<file path="src/hw/rtl/power_budget_reallocator_top_assert.svh">
// Assertion macros used by the power budget reallocator's controller.
`ifndef POWER_BUDGET_REALLOCATOR_TOP_ASSERT_SVH
`define POWER_BUDGET_REALLOCATOR_TOP_ASSERT_SVH

// Assertion on an explicit clock and active-low reset.
`define PBR_ASSERT_CLK(lbl, clk, rstn, prop, msg) \
  lbl: assert property (@(posedge clk) disable iff (!rstn) prop) else $error(msg);

// Assertion on the block clock and reset.
`define PBR_ASSERT(lbl, prop, msg) \
  `PBR_ASSERT_CLK(lbl, clk_i, rst_ni, prop, msg)

`endif

</file>
<file path="src/hw/rtl/pbr_pkg.sv">
package pbr_pkg;

  localparam int WATT_W = 40;
  localparam int REC_W  = 32;
  localparam int ID_W   = 16;

  localparam logic [1:0] CMD_NONE = 2'd0;
  localparam logic [1:0] CMD_INC  = 2'd1;
  localparam logic [1:0] CMD_RED  = 2'd2;

  localparam logic [1:0] MODE_OTHER    = 2'd0;
  localparam logic [1:0] MODE_DEFAULT  = 2'd1;
  localparam logic [1:0] MODE_GREEDY   = 2'd2;
  localparam logic [1:0] MODE_RESERVED = 2'd3;

  localparam logic CFG_TOTAL_BUDGET = 1'b0;
  localparam logic CFG_SLOTS_IN_USE = 1'b1;

  typedef logic [WATT_W-1:0] watt_t;

  typedef enum logic [3:0] {
    DOP_NONE,
    DOP_LOAD_SLOT,
    DOP_STORE_REC,
    DOP_START,
    DOP_READ,
    DOP_EVAL,
    DOP_APPLY,
    DOP_FREEP,
    DOP_DEF_OK,
    DOP_PEND_DEF,
    DOP_PEND_G,
    DOP_FINISH,
    DOP_OUT_LOAD
  } pbr_op_e;

  typedef enum logic [2:0] {
    PK_SUM,
    PK_DEF,
    PK_TFR,
    PK_TEX,
    PK_GRANT
  } pbr_pass_e;

  typedef struct packed {
    pbr_op_e   op;
    pbr_pass_e kind;
    logic      src_pend2;
    logic      wx;
  } pbr_cmd_t;

  typedef struct packed {
    logic loop_go;
    logic freep_nz;
    logic freep_ge_def;
    logic pend_nz;
    logic tfree_nz;
    logic n_def;
    logic n_noex;
    logic n_ex;
    logic req_noex_nz;
    logic req_ex_nz;
  } pbr_stat_t;

  typedef struct packed {
    logic [ID_W-1:0]  id;
    logic [REC_W-1:0] cap;
    logic [REC_W-1:0] rq;
    logic [REC_W-1:0] fr;
    logic [REC_W-1:0] ex;
    logic [1:0]       mode;
  } pbr_rec_t;

  function automatic watt_t wmin(watt_t a, watt_t b);
    return (a < b) ? a : b;
  endfunction

  function automatic watt_t wsub(watt_t a, watt_t b);
    return (a > b) ? (a - b) : '0;
  endfunction

endpackage

</file>
<file path="src/hw/rtl/pbr_ctrl.sv">
module pbr_ctrl
  import pbr_pkg::*;
#(
  parameter int MAX_NODES = 16,
  localparam int CW = $clog2(MAX_NODES + 1)
) (
  input  logic          clk_i,
  input  logic          rst_ni,
  input  logic          s_tvalid_i,
  input  logic          s_tuser_i,
  input  logic          s_tlast_i,
  output logic          s_tready_o,
  input  logic          m_tready_i,
  output logic          m_tvalid_o,
  output logic          m_tlast_o,
  input  pbr_stat_t     stat_i,
  input  logic [CW-1:0] cnt_i,
  input  logic [4:0]    nslots_i,
  output pbr_cmd_t      cmd_o,
  output logic [CW-1:0] idx_o,
  output logic [4:0]    out_idx_o
);

`include "power_budget_reallocator_top_assert.svh"

  typedef enum logic [3:0] {
    S_IDLE,
    S_START,
    S_RD,
    S_EV,
    S_AP,
    S_FREEP,
    S_DEF_CHK,
    S_DEF_TFR_CHK,
    S_DEF_TEX_CHK,
    S_G_CHK,
    S_G_MID,
    S_G_NEXT,
    S_FINISH,
    S_OUT
  } state_e;

  typedef enum logic [2:0] {
    STEP_SUM,
    STEP_DEF,
    STEP_DEF_TFR,
    STEP_DEF_TEX,
    STEP_G_FREE,
    STEP_G_TFR,
    STEP_G_PEND
  } step_e;

  state_e        state_q;
  step_e         step_q;
  logic          g_q;
  logic [CW-1:0] idx_q;
  logic [4:0]    k_q;
  logic          valid_q;
  logic          last_q;

  logic pass_end;
  logic take;

  assign pass_end   = (idx_q == cnt_i) || !stat_i.loop_go;
  assign take       = !valid_q || m_tready_i;
  assign s_tready_o = (state_q == S_IDLE);

  always_comb begin
    cmd_o.op        = DOP_NONE;
    cmd_o.src_pend2 = (step_q == STEP_G_PEND);
    cmd_o.wx        = g_q;
    unique case (step_q) inside
      STEP_SUM:                  cmd_o.kind = PK_SUM;
      STEP_DEF:                  cmd_o.kind = PK_DEF;
      STEP_DEF_TFR, STEP_G_TFR:  cmd_o.kind = PK_TFR;
      STEP_DEF_TEX:              cmd_o.kind = PK_TEX;
      STEP_G_FREE, STEP_G_PEND:  cmd_o.kind = PK_GRANT;
      default:                   cmd_o.kind = PK_SUM;
    endcase
    unique case (state_q)
      S_IDLE: begin
        if (s_tvalid_i) begin
          cmd_o.op = s_tuser_i ? DOP_STORE_REC : DOP_LOAD_SLOT;
        end
      end
      S_START:   cmd_o.op = DOP_START;
      S_RD:      cmd_o.op = pass_end ? DOP_NONE : DOP_READ;
      S_EV:      cmd_o.op = DOP_EVAL;
      S_AP:      cmd_o.op = DOP_APPLY;
      S_FREEP:   cmd_o.op = DOP_FREEP;
      S_DEF_CHK: cmd_o.op = stat_i.freep_ge_def ? DOP_DEF_OK : DOP_PEND_DEF;
      S_G_MID: begin
        if ((g_q ? stat_i.req_ex_nz : stat_i.req_noex_nz) && stat_i.tfree_nz) begin
          cmd_o.op = DOP_PEND_G;
        end
      end
      S_FINISH:  cmd_o.op = DOP_FINISH;
      S_OUT: begin
        if (take && (k_q < nslots_i)) begin
          cmd_o.op = DOP_OUT_LOAD;
        end
      end
      default:   cmd_o.op = DOP_NONE;
    endcase
  end

  always_ff @(posedge clk_i or negedge rst_ni) begin
    if (!rst_ni) begin
      state_q <= S_IDLE;
      step_q  <= STEP_SUM;
      g_q     <= 1'b0;
      idx_q   <= '0;
      k_q     <= '0;
      valid_q <= 1'b0;
      last_q  <= 1'b0;
    end else begin
      unique case (state_q)
        S_IDLE: begin
          if (s_tvalid_i && s_tuser_i && s_tlast_i) begin
            state_q <= S_START;
          end
        end
        S_START: begin
          step_q  <= STEP_SUM;
          idx_q   <= '0;
          state_q <= S_RD;
        end
        S_RD: begin
          if (!pass_end) begin
            state_q <= S_EV;
          end else begin
            idx_q <= '0;
            unique case (step_q)
              STEP_SUM:     state_q <= S_FREEP;
              STEP_DEF:     state_q <= S_DEF_CHK;
              STEP_DEF_TFR: state_q <= S_DEF_TEX_CHK;
              STEP_DEF_TEX: state_q <= S_FINISH;
              STEP_G_FREE:  state_q <= S_G_MID;
              STEP_G_TFR: begin
                step_q  <= STEP_G_PEND;
                state_q <= S_RD;
              end
              STEP_G_PEND: begin
                state_q <= (!g_q && !stat_i.tfree_nz) ? S_FINISH : S_G_NEXT;
              end
              default: state_q <= S_FINISH;
            endcase
          end
        end
        S_EV: state_q <= S_AP;
        S_AP: begin
          idx_q   <= idx_q + 1'b1;
          state_q <= S_RD;
        end
        S_FREEP: begin
          g_q <= 1'b0;
          if (stat_i.n_def) begin
            step_q  <= STEP_DEF;
            state_q <= S_RD;
          end else begin
            state_q <= S_G_CHK;
          end
        end
        S_DEF_CHK: begin
          state_q <= stat_i.freep_ge_def ? S_G_CHK : S_DEF_TFR_CHK;
        end
        S_DEF_TFR_CHK: begin
          if (stat_i.tfree_nz) begin
            step_q  <= STEP_DEF_TFR;
            state_q <= S_RD;
          end else begin
            state_q <= S_DEF_TEX_CHK;
          end
        end
        S_DEF_TEX_CHK: begin
          if (stat_i.pend_nz) begin
            step_q  <= STEP_DEF_TEX;
            state_q <= S_RD;
          end else begin
            state_q <= S_G_CHK;
          end
        end
        S_G_CHK: begin
          if (!(g_q ? stat_i.n_ex : stat_i.n_noex)) begin
            state_q <= S_G_NEXT;
          end else if (stat_i.freep_nz) begin
            step_q  <= STEP_G_FREE;
            state_q <= S_RD;
          end else begin
            state_q <= S_G_MID;
          end
        end
        S_G_MID: begin
          if ((g_q ? stat_i.req_ex_nz : stat_i.req_noex_nz) && stat_i.tfree_nz) begin
            step_q  <= STEP_G_TFR;
            state_q <= S_RD;
          end else begin
            state_q <= S_G_NEXT;
          end
        end
        S_G_NEXT: begin
          if (!g_q) begin
            g_q     <= 1'b1;
            state_q <= S_G_CHK;
          end else begin
            state_q <= S_FINISH;
          end
        end
        S_FINISH: begin
          k_q     <= '0;
          state_q <= S_OUT;
        end
        S_OUT: begin
          if (take) begin
            if (k_q < nslots_i) begin
              valid_q <= 1'b1;
              last_q  <= ((k_q + 5'd1) == nslots_i);
              k_q     <= k_q + 5'd1;
            end else begin
              valid_q <= 1'b0;
              last_q  <= 1'b0;
              state_q <= S_IDLE;
            end
          end
        end
        default: state_q <= S_IDLE;
      endcase
    end
  end

  assign idx_o      = idx_q;
  assign out_idx_o  = k_q;
  assign m_tvalid_o = valid_q;
  assign m_tlast_o  = last_q;

  `PBR_ASSERT(a_valid_in_out, valid_q |-> state_q == S_OUT, "result shown outside output phase")
  `PBR_ASSERT(a_idx_bound, (state_q == S_EV || state_q == S_AP) |-> idx_q < cnt_i, "index past records")
  `PBR_ASSERT(a_last_ends, valid_q && last_q && m_tready_i |=> state_q == S_IDLE, "round not closed")

endmodule

</file>
<file path="config.mk">
export PLATFORM = sky130hd
export DESIGN_NAME = pbr_ctrl
export DESIGN_NICKNAME = d
export VERILOG_FILES = /design/src/hw/rtl/pbr_pkg.sv /design/src/hw/rtl/pbr_ctrl.sv
export VERILOG_INCLUDE_DIRS = /design/src /design/src/hw/rtl
export SDC_FILE = /design/constraint.sdc
export NUM_CORES = 1
export LEC_CHECK = 0
export ABC_CLOCK_PERIOD_IN_PS = 4100
export BUFFER_PORTS_ARGS = -buffer_cell sky130_fd_sc_hd__buf_2
export CORE_ASPECT_RATIO = 1.75
export CORE_MARGIN = 2
export CORE_UTILIZATION = 30
export DETAILED_ROUTE_END_ITERATION = 10
export GPL_TIMING_DRIVEN = 0
export SYNTH_ARGS = -nofsm -noshare
export SYNTH_HDL_FRONTEND = slang
export SYNTH_SLANG_ARGS = --single-unit
</file>
<file path="constraint.sdc">
create_clock -name clk_i -period 4.1 [get_ports clk_i]
set_input_delay 0.41 -clock clk_i [delete_from_list [all_inputs] [get_ports clk_i]]
set_output_delay 0.41 -clock clk_i [all_outputs]
set_load 0.01 [all_outputs]
</file>
* Word-level counts from Yosys, hierarchy flattened
Cells that the tools add are included. Widths: inputs -> output; s select.
Operators by class: $add $sub $neg 2, magnitude comparators 1, equal/unequal tests 33, muxes and demuxes 42, reductions and logical operators 25
Operator list (count):
- $mux 4 | 13
- $pmux 4 s13 | 1
- $pmux 4 s10 | 1
- $mux 3 | 11
- $eq 4x4->1 const B | 6
- $pmux 4 s6 | 1
- $ne 2x2->1 const B | 11
- $pmux 3 s7 | 1
- $eq 4x3->1 const B | 4
- $mux 5 | 3
- $pmux 5 s3 | 1
- $pmux 3 s4 | 1
- $add 5x1->5 const B | 2
- $eq 5x5->1 | 2
- $pmux 5 s2 | 1
- $eq 3x3->1 const B | 3
- $reduce_and 9->1 | 1
- $eq 4x2->1 const B | 2
- $reduce_bool 7->1 | 1
- $eq 3x2->1 const B | 2
- $reduce_and 3->1 | 2
- $reduce_or 2->1 | 3
- $logic_and 1x1->1 | 5
- $lt 5x5->1 | 1
- other kinds (13) | 24
Storage, ports and cells: bits in registers 20, bits of input ports 26, output and inout bits 22, word-level logic and storage cells 110

* Longest topological paths before layout
depth in word-level cells 6, gate-level depth with buffers 8, gate-level depth less buffers 7

* Worst setup path before layout
OpenSTA, ideal clock, no wires.
path kind flip-flop to output port, start register k_q[3] (netlist: out_idx_o[3]), end output port cmd_o[8] (netlist name), data arrival time 1.537 ns, required time 3.690 ns, path slack 2.153 ns, cell stages (with the launch flop) 7, buffers on the path 1, path through dfrtp_1 ha_1 a21o_1 a21oi_1 nand3b_1 buf_2 o21ai_1
RTL lines:
- from (decl) | line pbr_ctrl.sv:57 | logic [4:0] k_q;
- from (signal assigned) | line pbr_ctrl.sv:218 | k_q <= k_q + 5'd1;
- to (decl) | line pbr_ctrl.sv:19 | output pbr_cmd_t cmd_o,

==> flow_summary.toml <==
[clock_tree]
cts_buffer_depth = 2
post_cts_resized = 0
cts_hold_buffers = 0
clkLatencyLatePin_ns = 0.26
cts.sinks = 20
cts_max_level = 1
numCtsBuffers = 3
cts_root_buf = "clkbuf_8"
cts_tree = "yes"
postCtsSetupRepairBufs = 0
path_clk_slew_ns = 0.08

[yosys]
synth_edf_count = 0
async_flop_share_pct = 100.0
synth-xor-area-share_pct = 6.302
synth_area_per_cell_um2 = 8.030
netlist_area_um2 = 1807
netlist_instances = 225
synth_nets = 258
synthSimpleGateAreaFrac_pct = 25.90
muxShareOfSynthArea_pct = 5.125
synth-seq-area-share_pct = 27.70
synthAdderAreaFrac_pct = 4.848
yosys-top-cells-area = "dfrtp_1 28%, ha_1 4.8%, nand3_1 4.4%"
yosys_warnings = 0
synth_seq_cells = 20
synth_cell_types = 52
synth_compound_area_share_pct = 22.37
synth_top_family_by_area = "simple AND/OR/NAND/NOR gates"
yosys_most_used_dff = "dfrtp_1"
yosys.area.top_type_share_pct = 27.70
synth_top_area_cell = "dfrtp_1"

[critical_path]
rr_endpoint = "state_q[0]"
cp-end-kind = "primary output"
cpMaxStageDelayCell = "dfrtp_1"
crit_top_cell = "buf_2"
crit_path_end = "cmd_o[8]"
arrival_ns = 2.06
ff2ff_setup_slack_ns = 1.90
critical_path.top_delay_family = "flip-flops"
worstPathRequired_ns = 3.69
r2r_cells = 6
cp_slowest_stage_delay_ns = 0.47
path_buf_inv = 2
crit_chain = "ha_1 -> a21o_1 -> a21oi_1 -> nand3b_1 -> buf_2 -> o21ai_1 -> buf_2"
crit_cells = 7
timing.rr.start = "out_idx_o[3]"
critPathKind = "flip-flop to primary output"
crit_start = "out_idx_o[3]"
crit_fanout = 10
critPathLaunchType = "flip-flop"

[finish]
layout.nets = 310
post-route-util_pct = 37.62
fillers = 649
antenna_cells = 0
drive_above_1_share_pct = 26.09
area_growth_pct = 21.47

[job]
cap_violations = 0

[sta]
setup_viol = 0
tightest_slew_ns = 0.6700
max-slew-margin-rel_pct = 55.03
hold_violations = 0
finalCritPeriodShare_pct = 60.15
fmax_mhz = 405.5
rsz0062_at_grt = "no"
maxSlewViolCount = 0
hold-worst-slack_ns = 0.1008
tns_ns = 0
fin_skew_ns = 0.003213
fin_crit_ns = 2.466

[power_and_ir_drop]
p_leak_nw = 1.073
p_clk_share_pct = 11.9
combPwrFrac_pct = 64.8
p_int_mw = 0.6813
total_power_mw = 1.291
seqPwrFrac_pct = 23.4
swShare_pct = 47.24
powerDensity_nw_per_um2 = 588.4
ir_drop_mv = 0.2243
switching_power_mw = 0.6101

[placed_design]
hpwl_um = 4170
gp_congestion = 0.8477
io_buffer_count = 47

[floorplanning]
rows = 37
die_y_um = 106.7
die_w_um = 62.67
core-area_um2 = 5833
initial_core_util_pct = 30.97
ios = 48
die_area_um2 = 6684

[routing]
drt_iter0_markers = 75
vias_per_cell = 5.215
dr.pass1.iters = 4
antenna_left = 0
vias = 1846
wl_um = 5180
drc = 0
wl_per_cell_um = 14.63

[run_status]
status = "finished, final reports clean"

[grt]
antenna_found_initial = 0
grt_pass1_wl_um = 8735
grt.total_usage_pct = 16.28
grt-ovfl-total = 0
grt_pass1_vias = 1871
grt_max_degree = 21

[worst_hold_path]
hp-class = "input pin to asynchronous set/reset pin"
==> synthesized netlist by cell type, drive strengths merged, types with 3 or more instances <==
master / instances
a21oi: 17
a22o: 3
buf: 11
clkbuf: 4
dfrtp: 20
ha: 7
inv: 11
mux2i: 7
nand2: 19
nand2b: 7
nand3: 16
nor2: 20
nor2b: 7
nor3: 7
o21ai: 16
or3: 4
xnor2: 4
xor2: 9
==> state kept, by name (all words and copies together) (netlist names) <==
| register | count |
|---|---|
| step_q | 3 |
| idx_o | 5 |
| out_idx_o | 5 |
| state_q | 4 |
| m_tvalid_o | 1 |
| g_q | 1 |
| m_tlast_o | 1 |
==> power by group through the flow <==
stage	Sequential, mW	Combinational [mW]	Clock, mW
after global routing	0.311	0.924	0.168
after detailed placement	0.305	0.830	0
after floorplan	0.299	0.601	0
after CTS	0.301	0.837	0.156
after global placement	0.305	0.831	0
final	0.302	0.836	0.153
==> through the flow <==
stage               cell area, um^2  worst slack (ns)  instances
floorplan                      1807             2.153        225
global placement               2140             1.846        350
detailed placement             2140             1.831        350
CTS                            2195             1.628        354
global route                   2195             1.494        354
finish                         2195             1.634        354
==> cell families after synthesis <==
| family | after synthesis |
|---|---|
| flops | 20 |
| simple gates | 91 |
| buf+inv | 26 |
| compound gates | 59 |
| fa+ha+maj | 7 |
| xor+xnor | 13 |
| mux | 9 |
==> cell type report <==
class	count	area, um^2	area share [%]
plain buffers	15	98.84	4.504
repair buffers	47	235.2	10.72
flip-flops and latches	20	500.5	22.81
inverters	11	41.29	1.881
clock buffers	4	55.05	2.509
well taps	78	97.59	4.447
multi-input cells	179	1166	53.14
==> worst register-to-register path, stage by stage, from the launching register on <==
cell	delay [ns]
dfrtp_1	0.47
ha_1	0.34
a21o_1	0.16
a21oi_1	0.19
nand2_1	0.11
a311oi_1	0.62
a2bb2oi_1	0.24
==> cells in the final DEF, fill, tap and decap left out, types with 2 or more instances in the layout <==
cell,netlist,routed
ha_1,7,7
nor3_2,2,2
nand3_1,16,16
o21ai_0,6,6
buf_4,4,4
nand2_1,19,19
nand2b_1,7,7
a21o_1,2,2
xnor2_1,4,4
clkbuf_8,0,4
dfrtp_1,20,20
o21a_1,2,2
or4_1,2,2
o22ai_1,2,2
buf_2,4,51
clkbuf_1,4,4
o32a_1,2,2
a22o_1,3,3
a21oi_2,3,3
o211ai_1,2,2
a21oi_1,14,14
nor4_1,2,2
xor2_1,9,9
mux2i_1,7,7
buf_6,3,3
nor3_1,5,5
o31ai_1,2,2
a211oi_1,2,2
nor2_1,20,20
o21ai_1,10,10
nor2b_1,7,7
inv_1,10,10
or3_1,3,3
==> per-layer routing <==
metal | track usage (%) | wire, um | share of wire (%) | vias up
li1 | - | - | - | 908
met1 | 16.22 | 1807 | 35 | 867
met2 | 31.49 | 2943 | 57 | 53
met3 | 2.308 | 220 | 4.2 | 18
met4 | 9.206 | 208 | 4.0 | 0
met5 | 0 | 0 | 0 | -
==> worst min path at each step <==
stage                     startpoint   endpoint  slack [ns]
after floorplan               rst_ni        g_q        0.11
after global routing          rst_ni  step_q[0]        0.13
final                         rst_ni  step_q[1]        0.10
after global placement        rst_ni  step_q[1]        0.40
after detailed placement      rst_ni  step_q[1]        0.40
after CTS                     rst_ni  step_q[1]        0.12
No activity file was read; power rests on OpenSTA's default activity.
